File: config.mk
export PLATFORM = sky130hd
export DESIGN_NAME = cgte_stop_mem
export DESIGN_NICKNAME = d
export VERILOG_FILES = /design/src/rtl/core/cgte_pkg.sv /design/src/rtl/core/cgte_stop_mem.sv
export SDC_FILE = /design/constraint.sdc
export NUM_CORES = 1
export LEC_CHECK = 0
export BUFFER_PORTS_ARGS = -buffer_cell sky130_fd_sc_hd__buf_2
export CORE_MARGIN = 2
export CORE_UTILIZATION = 30
export DETAILED_ROUTE_END_ITERATION = 12
export HOLD_SLACK_MARGIN = 0.02
export MAX_ROUTING_LAYER = met4
export PLACE_DENSITY = 0.56
export REMOVE_ABC_BUFFERS = 1
export SYNTH_ARGS = -nofsm -noshare
export SYNTH_HDL_FRONTEND = slang
export SYNTH_SLANG_ARGS = --single-unit
File: constraint.sdc
create_clock -name clock -period 5.3 [get_ports clock]
set_input_delay 0.265 -clock clock [delete_from_list [all_inputs] [get_ports clock]]
set_output_delay 0.265 -clock clock [all_outputs]
set_load 0.01 [all_outputs]
File: src/rtl/core/cgte_pkg.sv
// Shared types, widths and codes of the color gradient table entry block.
// No dependencies; every rtl/core module imports this package.
package cgte_pkg;

   localparam int MaxStopsDef = 8;
   localparam int MaxTable    = 4096;
   localparam int PosOne      = 65536;

   localparam int PosW    = 17;
   localparam int ColorW  = 24;
   localparam int ChanW   = 8;
   localparam int ChanCnt = 3;
   localparam int IdxW    = 12;
   localparam int TsW     = 13;
   localparam int ScW     = 4;
   localparam int SiW     = 3;
   localparam int CsrW    = 13;
   localparam int ProdW   = 30;            // position times n-1
   localparam int LaneW   = ProdW + ChanW; // channel times weight
   localparam int DivW    = LaneW + 2;     // 2v + den
   localparam int QW      = ChanW;

   typedef enum logic [0:0] {
      CSR_TABLE_SIZE = 1'b0,
      CSR_STOP_COUNT = 1'b1
   } csr_index_type;

   typedef enum logic [0:0] {
      KIND_WRITE_STOP = 1'b0,
      KIND_READ_ENTRY = 1'b1
   } kind_type;

   typedef struct packed {
      kind_type              kind;
      logic [SiW-1:0]        stop_index;
      logic [ColorW-1:0]     stop_color;
      logic [PosW-1:0]       stop_position;
      logic [IdxW-1:0]       entry_index;
   } req_type;

   typedef struct packed {
      logic [ColorW-1:0]     entry_color;
      logic                  entry_defined;
   } rsp_type;

   typedef struct packed {
      logic [ColorW-1:0]     color;
      logic [PosW-1:0]       pos;
   } stop_type;

   typedef enum logic [3:0] {
      ST_IDLE,
      ST_READ,
      ST_CHECK,
      ST_MUL_A,
      ST_MUL_B,
      ST_MUL_C,
      ST_MUL_D,
      ST_DIV,
      ST_OUT
   } state_type;

   typedef struct packed {
      logic start;
   } div_ctrl_type;

   typedef struct packed {
      logic busy;
      logic done;
   } div_stat_type;

   function automatic logic [PosW-1:0] clamp_pos(input logic [PosW-1:0] p);
      if (int'(p) > PosOne) begin
         return PosW'(PosOne);
      end
      return p;
   endfunction

endpackage

File: src/rtl/core/cgte_stop_mem.sv
// Color stop storage: one synchronous memory, one write and one read port.
// Read data is registered. Depends on cgte_pkg.
module cgte_stop_mem
   import cgte_pkg::*;
#(
   parameter int MaxStops = MaxStopsDef,
   localparam int SW = (MaxStops > 1) ? $clog2(MaxStops) : 1
) (
   input  logic          clock,
   input  logic          wr_en,
   input  logic [SW-1:0] wr_addr,
   input  stop_type      wr_data,
   input  logic [SW-1:0] rd_addr,
   output stop_type      rd_data
);

   stop_type mem [MaxStops];
   stop_type rd_data_ff;

   always_ff @(posedge clock) begin
      if (wr_en) begin
         mem[wr_addr] <= wr_data;
      end
   end

   always_ff @(posedge clock) begin
      rd_data_ff <= mem[rd_addr];
   end

   assign rd_data = rd_data_ff;

endmodule

==> results by group <==
Outcome
  – Result of the run: completed

STA
  – RSZ-0062 raised after global routing: no
  – Slew at the pin with the worst max-slew slack: 0.8235 ns
  – Setup TNS: 0 ns
  – Clock period minus worst slack: 1.872 ns
  – Post-route clock period utilization: 35.32%
  – Clock skew: 0.01717 ns
  – Count of final max-slew check failures: 0
  – Slew margin rel.: 45.10%
  – Setup violators final: 0
  – Final Hold Violating Endpoints: 0
  – F_max: 534.2 MHz

Detailed routing
  – Via/cell ratio: 4.454
  – Detail Route Antenna Nets: 0
  – Average wire length per cell after detail routing: 20.13 µm
  – Initial DRC Count: 345
  – Vias after detailed routing: 5843
  – DRC errors left: 0
  – Drt first pass iters: 4
  – Total wire length after detailed routing: 26420 µm

Synthesis
  – Number of instances in the synthesized netlist: 528
  – Cell type with the highest aggregate area in the netlist: sky130_fd_sc_hd__edfxtp_1
  – Largest cells by area after synthesis: sky130_fd_sc_hd__edfxtp_1 (73%), sky130_fd_sc_hd__mux4_1 (16%), sky130_fd_sc_hd__dfxtp_1 (6.1%)
  – #FFs+latches synth: 369
  – EDFF count, synth: 328
  – Most numerous cell in the Yosys netlist: sky130_fd_sc_hd__edfxtp_1
  – Netlist Area Pre-Place: 0.01349 mm²
  – Count of yosys warnings during synthesis: 0
  – Share of the yosys chip area belonging to registers: 79.08%
  – Top FF cell, synth: sky130_fd_sc_hd__edfxtp_1
  – Async S/R FF share, synth: 0%
  – Unique cell type count in the Yosys netlist: 13
  – Share of the synthesized area in the top cell type: 73.00%
  – Syn avg cell area: 25.55 µm²
  – Commonest cells post-synth: sky130_fd_sc_hd__edfxtp_1 (328), sky130_fd_sc_hd__mux4_1 (80), sky130_fd_sc_hd__dfxtp_1 (41), sky130_fd_sc_hd__mux2_2 (41)

Floorplanning
  – Starting utilization of the core area: 30.45%
  – I/O pin cnt: 90
  – Die Y: 216.1 µm
  – DIE AREA: 0.04669 mm²
  – Horizontal die dimension: 216.1 µm
  – Placement row count: 77
  – Core footprint: 0.04432 mm²

Clock network
  – Clock slew at reported path FFs: 0.06 ns
  – Setup repair bufs after CTS: 0
  – CTS max path bufs: 3
  – Total clock sinks: 369
  – Library cell used as clock root buffer: sky130_fd_sc_hd__clkbuf_16
  – H-Tree Level Count: 2
  – Number of buffers created by CTS: 40
  – Skew-Pair Late Insertion Delay: 0.53 ns
  – Clock tree from TritonCTS: done

Cells and area
  – Total Nets Final: 735
  – Area of all sequential standard cells: 0.01067 mm²
  – Proportion of layout cells with a drive suffix above 1: 29.85%
  – Area added between synthesis and finish: 21.81%
  – Final non-filler cell area: 0.01644 mm²
  – # fillers: 4052
  – Multi-input combinational cell area: 0.002723 mm²
  – Fin util: 37.09%
  – Number of standard cells in the final layout excluding fillers: 1312

Global route
  – First-pass GRT wire length: 39250 µm
  – Via count of the first global-routing pass: 6187
  – Antenna violations before repair: 3
  – Overall fraction of global-route tracks in use: 11.59%
  – Maximum number of pins on one net before global-route repair: 46
  – Grt ovf: 0

Setup path
  – Launching element type of the critical path: primary input
  – Maximum net fanout on the critical path: 45
  – CP Data Arrival Time: 2.29 ns
  – Flop-to-flop setup slack: 3.99 ns
  – CP required: 5.72 ns
  – Worst Setup End Kind: flop
  – Kind of critical path: in -> reg

Place
  – Port Buffer Count: 89
  – Final estimated routing congestion in global placement: 0.6507
  – Half-perimeter wire length after placement: 13670 µm
  – Cell total after placement: 1198
  – Total placed instance area: 0.01467 mm²

Pwr
  – Static leakage: 5.607 nW
  – Worst supply voltage drop on vdd: 0.2134 mV
  – Pwr/cell area: 395.8 mW/mm²

Hold path
  – Classification of the worst-slack hold path: in -> reg

Flow run
  – Max-cap check violation count: 0
[what timing repair did]
item	in CTS	in global routing
hold buffers	38	0
endpoints found under the hold margin	290	0
endpoints found under the setup margin	0	0
gates resized for setup	0	0
[logic make-up after synthesis]
| kind of cell | count (synthesis) | share of synthesized area [%] |
|---|---|---|
| buffers and inverters | 23 | 1.150 |
| flip-flops | 369 | 79.08 |
| multiplexers | 123 | 19.33 |
| AND/OR/NAND/NOR | 13 | 0.4359 |
[worst paths after layout]
check,from,end,depth (start not counted)
max,rd_addr[0],rd_data[15],4
min,wr_data[31],mem[3][31],1
max reg2reg,mem[1][25],rd_data[25],2
min reg2reg,mem[5][23],rd_data[23],2
[cells in the final DEF (no fill, tap or decap), types with 6 or more instances in the layout]
cell type and count:
sky130_fd_sc_hd__clkbuf_16 40, sky130_fd_sc_hd__buf_2 87, sky130_fd_sc_hd__edfxtp_1 328, sky130_fd_sc_hd__bufinv_16 6
sky130_fd_sc_hd__mux2_2 41, sky130_fd_sc_hd__nor2_4 6, sky130_fd_sc_hd__dlygate4sd3_1 38, sky130_fd_sc_hd__clkinv_1 6
sky130_fd_sc_hd__dfxtp_1 41, sky130_fd_sc_hd__buf_4 14, sky130_fd_sc_hd__mux4_1 80
[sequential cells by signal, indices dropped and copies added, names as in the netlist]
signal	flops
rd_data	41
mem	328
[worst max-delay path: stages]
cell                     delay (ns)
sky130_fd_sc_hd__buf_4         0.61
sky130_fd_sc_hd__buf_4         0.48
sky130_fd_sc_hd__mux4_1        0.62
sky130_fd_sc_hd__mux2_2        0.27
[metrics by stage]
step	hold slack (ns)	total power [mW]	worst slack (ns)
6_report	0.03763	6.505	3.428
4_1_cts	0.02190	6.613	3.383
2_1_floorplan	0.3639	3.516	1.556
3_3_place_gp	0.5322	3.689	2.841
3_5_place_dp	0.5404	3.694	2.824
5_1_grt	0.02952	6.744	3.338
[area by class of cell]
class	count	share of cell area (%)
Tap cell	592	4.507
Timing Repair Buffer	139	5.603
Sequential cell	369	64.92
Antenna cell	3	0.04568
Multi-Input combinational cell	136	16.57
Clock inverter	23	1.736
Clock buffer	50	6.623
[per-layer routing]
layer  wire, µm  global-route usage (%)  part of all wire (%)
met5          0                       -                     0
met4        579                   3.288                   2.2
met3        963                   2.358                   3.6
met2      13210                   19.28                    50
met1      11660                   14.40                    44
[power breakdown]
group | internal, mW | total, mW | leakage (nW) | switching, mW
combinational | 0.158 | 0.326 | 1.61 | 0.169
sequential | 3.29 | 3.32 | 3.33 | 0.0332
clock | 1.76 | 2.86 | 0.669 | 1.10
total | 5.20 | 6.50 | 5.61 | 1.31
(Power assumes the default switching activity.)
