**config.mk**
```make
export PLATFORM = sky130hd
export DESIGN_NAME = cgte_div
export DESIGN_NICKNAME = d
export VERILOG_FILES = /design/src/rtl/core/cgte_pkg.sv /design/src/rtl/core/cgte_div.sv
export SDC_FILE = /design/constraint.sdc
export NUM_CORES = 1
export LEC_CHECK = 0
export BUFFER_PORTS_ARGS = -buffer_cell sky130_fd_sc_hd__buf_2
export CAP_MARGIN = 10
export CORE_ASPECT_RATIO = 0.8
export CORE_MARGIN = 1
export CORE_UTILIZATION = 55
export CTS_BUF_LIST = sky130_fd_sc_hd__clkbuf_8
export DETAILED_ROUTE_END_ITERATION = 8
export GPL_TIMING_DRIVEN = 0
export PLACE_DENSITY_LB_ADDON = 0.3
export SYNTH_ARGS = -nofsm -noshare
export SYNTH_HDL_FRONTEND = slang
export SYNTH_SLANG_ARGS = --single-unit
```
**constraint.sdc**
```tcl
create_clock -name clock -period 4.57 [get_ports clock]
set_input_delay 0.457 -clock clock [delete_from_list [all_inputs] [get_ports clock]]
set_output_delay 0.457 -clock clock [all_outputs]
set_load 0.005 [all_outputs]
```
**src/rtl/core/cgte_pkg.sv**
```systemverilog
// Shared types, widths and codes of the color gradient table entry block.
// No dependencies; every rtl/core module imports this package.
package cgte_pkg;

   localparam int MaxStopsDef = 8;
   localparam int MaxTable    = 4096;
   localparam int PosOne      = 65536;

   localparam int PosW    = 17;
   localparam int ColorW  = 24;
   localparam int ChanW   = 8;
   localparam int ChanCnt = 3;
   localparam int IdxW    = 12;
   localparam int TsW     = 13;
   localparam int ScW     = 4;
   localparam int SiW     = 3;
   localparam int CsrW    = 13;
   localparam int ProdW   = 30;            // position times n-1
   localparam int LaneW   = ProdW + ChanW; // channel times weight
   localparam int DivW    = LaneW + 2;     // 2v + den
   localparam int QW      = ChanW;

   typedef enum logic [0:0] {
      CSR_TABLE_SIZE = 1'b0,
      CSR_STOP_COUNT = 1'b1
   } csr_index_type;

   typedef enum logic [0:0] {
      KIND_WRITE_STOP = 1'b0,
      KIND_READ_ENTRY = 1'b1
   } kind_type;

   typedef struct packed {
      kind_type              kind;
      logic [SiW-1:0]        stop_index;
      logic [ColorW-1:0]     stop_color;
      logic [PosW-1:0]       stop_position;
      logic [IdxW-1:0]       entry_index;
   } req_type;

   typedef struct packed {
      logic [ColorW-1:0]     entry_color;
      logic                  entry_defined;
   } rsp_type;

   typedef struct packed {
      logic [ColorW-1:0]     color;
      logic [PosW-1:0]       pos;
   } stop_type;

   typedef enum logic [3:0] {
      ST_IDLE,
      ST_READ,
      ST_CHECK,
      ST_MUL_A,
      ST_MUL_B,
      ST_MUL_C,
      ST_MUL_D,
      ST_DIV,
      ST_OUT
   } state_type;

   typedef struct packed {
      logic start;
   } div_ctrl_type;

   typedef struct packed {
      logic busy;
      logic done;
   } div_stat_type;

   function automatic logic [PosW-1:0] clamp_pos(input logic [PosW-1:0] p);
      if (int'(p) > PosOne) begin
         return PosW'(PosOne);
      end
      return p;
   endfunction

endpackage

```
**src/rtl/core/cgte_div.sv**
```systemverilog
// Restoring divider, three channel lanes sharing one divisor, one quotient
// bit per cycle. Depends on cgte_pkg.
module cgte_div
   import cgte_pkg::*;
(
   input  logic              clock,
   input  logic              reset,
   input  div_ctrl_type      ctrl,
   input  logic [DivW-1:0]   dividend [ChanCnt],
   input  logic [DivW-1:0]   divisor,
   output div_stat_type      stat,
   output logic [QW-1:0]     quot [ChanCnt]
);

   localparam int CntW = $clog2(QW);

   logic [DivW-1:0] rem_ff [ChanCnt];
   logic [QW-1:0]   q_ff   [ChanCnt];
   logic [DivW-1:0] dsh_ff;
   logic [CntW-1:0] cnt_ff;
   logic            busy_ff;
   logic            done_ff;

   always_ff @(posedge clock) begin
      if (reset) begin
         busy_ff <= 1'b0;
         done_ff <= 1'b0;
         cnt_ff  <= '0;
      end else begin
         done_ff <= busy_ff && (cnt_ff == CntW'(QW - 1));
         if (ctrl.start) begin
            busy_ff <= 1'b1;
            cnt_ff  <= '0;
         end else if (busy_ff) begin
            cnt_ff <= cnt_ff + 1'b1;
            if (cnt_ff == CntW'(QW - 1)) begin
               busy_ff <= 1'b0;
            end
         end
      end
   end

   always_ff @(posedge clock) begin
      if (ctrl.start) begin
         dsh_ff <= divisor << (QW - 1);
         for (int c = 0; c < ChanCnt; c++) begin
            rem_ff[c] <= dividend[c];
            q_ff[c]   <= '0;
         end
      end else if (busy_ff) begin
         dsh_ff <= dsh_ff >> 1;
         for (int c = 0; c < ChanCnt; c++) begin
            if (rem_ff[c] >= dsh_ff) begin
               rem_ff[c] <= rem_ff[c] - dsh_ff;
               q_ff[c]   <= {q_ff[c][QW-2:0], 1'b1};
            end else begin
               q_ff[c]   <= {q_ff[c][QW-2:0], 1'b0};
            end
         end
      end
   end

   assign stat.busy = busy_ff;
   assign stat.done = done_ff;
   assign quot      = q_ff;

endmodule

```
==> out/metrics.cfg <==
[outcome]
status = complete, no violations

[floorplan]
io_pins = 189
die_w_um = 183
core-area_um2 = 25500
rows = 52
die_area_um2 = 26900
die_y_um = 147
start_util = 0.566

[synthesis]
seq_area_frac_synth = 0.368
synth-seq-cells = 189
synth_area_leader_cell = edfxtp_1
synth_top_family_by_area = compound AO/OA/AOI/OAI gates
ys_top_cells_by_area = edfxtp_1 (32%), ha_1 (11%), mux2_1 (6.6%), o21ai_0 (5.4%), dfxtp_1 (5.0%)
synth_compound_area_frac = 0.206
synth_area_um2 = 14400
syn_area_per_cell_um2 = 9.38
synth_mux_area_frac = 0.0892
synth_edf_count = 153
async_flop_share = 0
netlist_top_cells_count = o21ai_0 (156), edfxtp_1 (153), nand2_1 (142)
synthAdderAreaFrac = 0.110
syn_nets = 1827
yosysWarnings = 0
yosysTopAreaCellShare = 0.318
yosysUniqueCellTypes = 65
syn_inst = 1539
yosys.area_share.xor_xnor = 0.0601
synth_flop_cell = edfxtp_1
yosysMostFrequentCell = o21ai_0
synth-simple-area-share = 0.120

[setup_path]
end_kind = flip-flop
cpMostUsedCell = a21o_1
r2r-start = dsh_ff[25]$_DFFE_PP_
crit_buf_inv = 4
criticalPathCategory = flip-flop to flip-flop
cp_num_cells = 15
cp.required_ns = 4.82
worst-path-max-fanout = 10
arrival_ns = 4.59
slowest_stage = edfxtp_1
path_cells = inv_1 -> ha_1 -> clkbuf_1 -> a21o_1 -> a21o_1 -> a21oi_1 -> o21ai_0 -> a211o_1 -> a211oi_1 -> o21ai_2 -> a2111oi_4 -> or2b_1 -> buf_6 -> buf_8 -> mux2_1
cp_top_family = compound AO/OA/AOI/OAI gates
slowest_delay_ns = 0.38
reg2reg_slack_ns = 0.22
reg2reg_depth = 15
r2r-end = rem_ff[0][39]$_DFFE_PP_
cp-start-kind = flip-flop

[clock_network]
cts_inserted_buffers = 17
cts-htree-levels = 4
clkSlewWorstSetupHoldPaths_ns = 0.11
clockRootBuffer = clkbuf_8
clkLatencyLatePin_ns = 0.52
cts_max_path_buffers = 2
cts_tree = built
clkSinkCount = 189

[route]
first_pass_iters = 7
vias = 12564
final_antenna_net_count = 0
drt_iter0_drc = 1231
wl_um = 40800
drc = 0
viasPerCell = 5.96
routedWlPerCell_um = 19.4

[placement]
numPortBuffers = 181
dp_hpwl_um = 32000
gp_congestion = 0.943
dpl.cell_count = 2073

[final_layout]
fill_cells = 2226
num-nets-final = 2031
insertedDiodeCount = 0
fin_cells = 2107
drive_gt1_frac = 0.138
final_util = 0.638
synthToLayoutAreaGrowth_pct = 12.8

[timing]
hold_slack_ns = 0.171
slew_violations = 0
worst_pin_slew_ns = 1.08
min_period_over_period = 0.951
setup_viol = 0
layout_min_cycle_time_ns = 4.35
setup-tns-final_ns = 0
clock.fmax_mhz = 230
final.setup_skew_ns = 0.0327
slew_headroom = 0.279
hold_viol_final = 0
rsz0062_at_grt = no

[global_routing]
grt_max_degree = 41
grt_overflow = 0
grt_antenna_before_repair = 0
grt_pass1_wl_um = 62900
grt_use_total = 0.305
grt_pass1_vias = 11680

[power_and_ir_drop]
irDropWorstVdd_mv = 0.221
power_density_nw_per_um2 = 364
p_total_w = 0.00593
p_leak_nw = 6.90

[worst_hold_path]
holdPathStages = 2
hold_class = input port to flip-flop
min-delay-start = reset
min_to = busy_ff$_SDFF_PP0_

[flow_run]
cap_violations = 0

[layout by cell type, fill, tap and decap left out, types with 5 or more instances in the layout]
| cell type | Yosys | final |
|---|---|---|
| buf_2 | 1 | 182 |
| o21ai_0 | 156 | 156 |
| edfxtp_1 | 153 | 153 |
| nand2_1 | 142 | 142 |
| a21oi_1 | 129 | 129 |
| ha_1 | 122 | 122 |
| nor2_1 | 88 | 88 |
| mux2_1 | 84 | 84 |
| inv_1 | 78 | 78 |
| xnor2_1 | 75 | 75 |
| a21o_1 | 71 | 70 |
| clkbuf_1 | 49 | 49 |
| dfxtp_1 | 36 | 36 |
| mux2i_1 | 33 | 33 |
| nand3_1 | 27 | 27 |
| xor2_1 | 24 | 24 |
| a31oi_1 | 23 | 23 |
| nand4_1 | 20 | 20 |
| nor3_1 | 19 | 19 |
| nor2b_1 | 19 | 19 |
| clkbuf_8 | 0 | 18 |
| o21a_1 | 15 | 15 |
| o21bai_1 | 14 | 14 |
| and3_1 | 13 | 13 |
| o21ai_1 | 14 | 13 |
| nand2b_1 | 10 | 9 |
| a211oi_1 | 9 | 9 |
| o31ai_1 | 9 | 8 |
| o211ai_1 | 8 | 8 |
| buf_8 | 8 | 8 |
| a221oi_1 | 7 | 7 |
| and2_1 | 7 | 7 |
| nor4_1 | 7 | 6 |
| and4_1 | 5 | 5 |
[sequential cells by signal, indices dropped and copies added, names as in the netlist]
register  flops
quot         24
dsh_ff       40
rem_ff      120
done_ff       1
cnt_ff        3
busy_ff       1
[timing repair]
| action | 4_1_cts | 5_1_grt |
|---|---|---|
| hold endpoints to repair | 0 | 0 |
| setup endpoints to repair | 105 | 34 |
| hold buffers | 0 | 0 |
| buffers inserted | 1 | 0 |
| resized for setup | 0 | 3 |
| pin swaps | 1 | 0 |
[area by class of cell]
class / count / area, µm² / share of cell area
inverter: 78 / 293 / 0.0180
clock buffer: 18 / 248 / 0.0152
timing repair buffer: 185 / 981 / 0.0603
tap: 351 / 439 / 0.0270
multi-input combinational: 1205 / 8470 / 0.520
buffer: 67 / 373 / 0.0229
sequential: 189 / 5320 / 0.327
clock inverter: 14 / 160 / 0.00984
[per-layer routing]
layer | up-vias | global-route usage | share of wire
met2 | 499 | 0.462 | 0.43
met5 | - | 0 | 0
met3 | 50 | 0.0466 | 0.084
met1 | 5918 | 0.456 | 0.47
li1 | 6097 | - | -
met4 | 0 | 0.0754 | 0.016
[cells by family (layout without fill, tap and decap cells)]
kind of cell / after synthesis / in the layout
buffers and inverters: 145 / 362
multiplexers: 118 / 118
AO/OA/AOI/OAI: 489 / 489
XOR/XNOR: 99 / 99
flip-flops: 189 / 189
AND/OR/NAND/NOR: 374 / 374
adder cells (fa/ha/maj): 125 / 125
[per-stage QoR]
stage | setup WS (ns) | instance area (µm²)
finish | 0.223 | 16300
global route | 0.0761 | 16300
CTS | 0.111 | 16200
detailed placement | -0.152 | 15800
global placement | -0.349 | 15800
floorplan | 0.790 | 14400
[where the power goes]
group          switching [W]  internal, W
combinational        0.00153      0.00106
clock               0.000771     0.000435
sequential         0.0000615      0.00208
[worst max path at each step]
stage                         start                       end  slack (ns)
2_1_floorplan  dsh_ff[21]$_DFFE_PP_  rem_ff[0][100]$_DFFE_PP_        0.79
3_3_place_gp   dsh_ff[13]$_DFFE_PP_   rem_ff[0][44]$_DFFE_PP_       -0.35
3_5_place_dp   dsh_ff[17]$_DFFE_PP_   rem_ff[0][39]$_DFFE_PP_       -0.15
4_1_cts        dsh_ff[17]$_DFFE_PP_   rem_ff[0][39]$_DFFE_PP_        0.11
5_1_grt        dsh_ff[17]$_DFFE_PP_   rem_ff[0][39]$_DFFE_PP_        0.08
6_report       dsh_ff[25]$_DFFE_PP_   rem_ff[0][39]$_DFFE_PP_        0.22
Note: power is estimated with default switching activity, not from simulation.
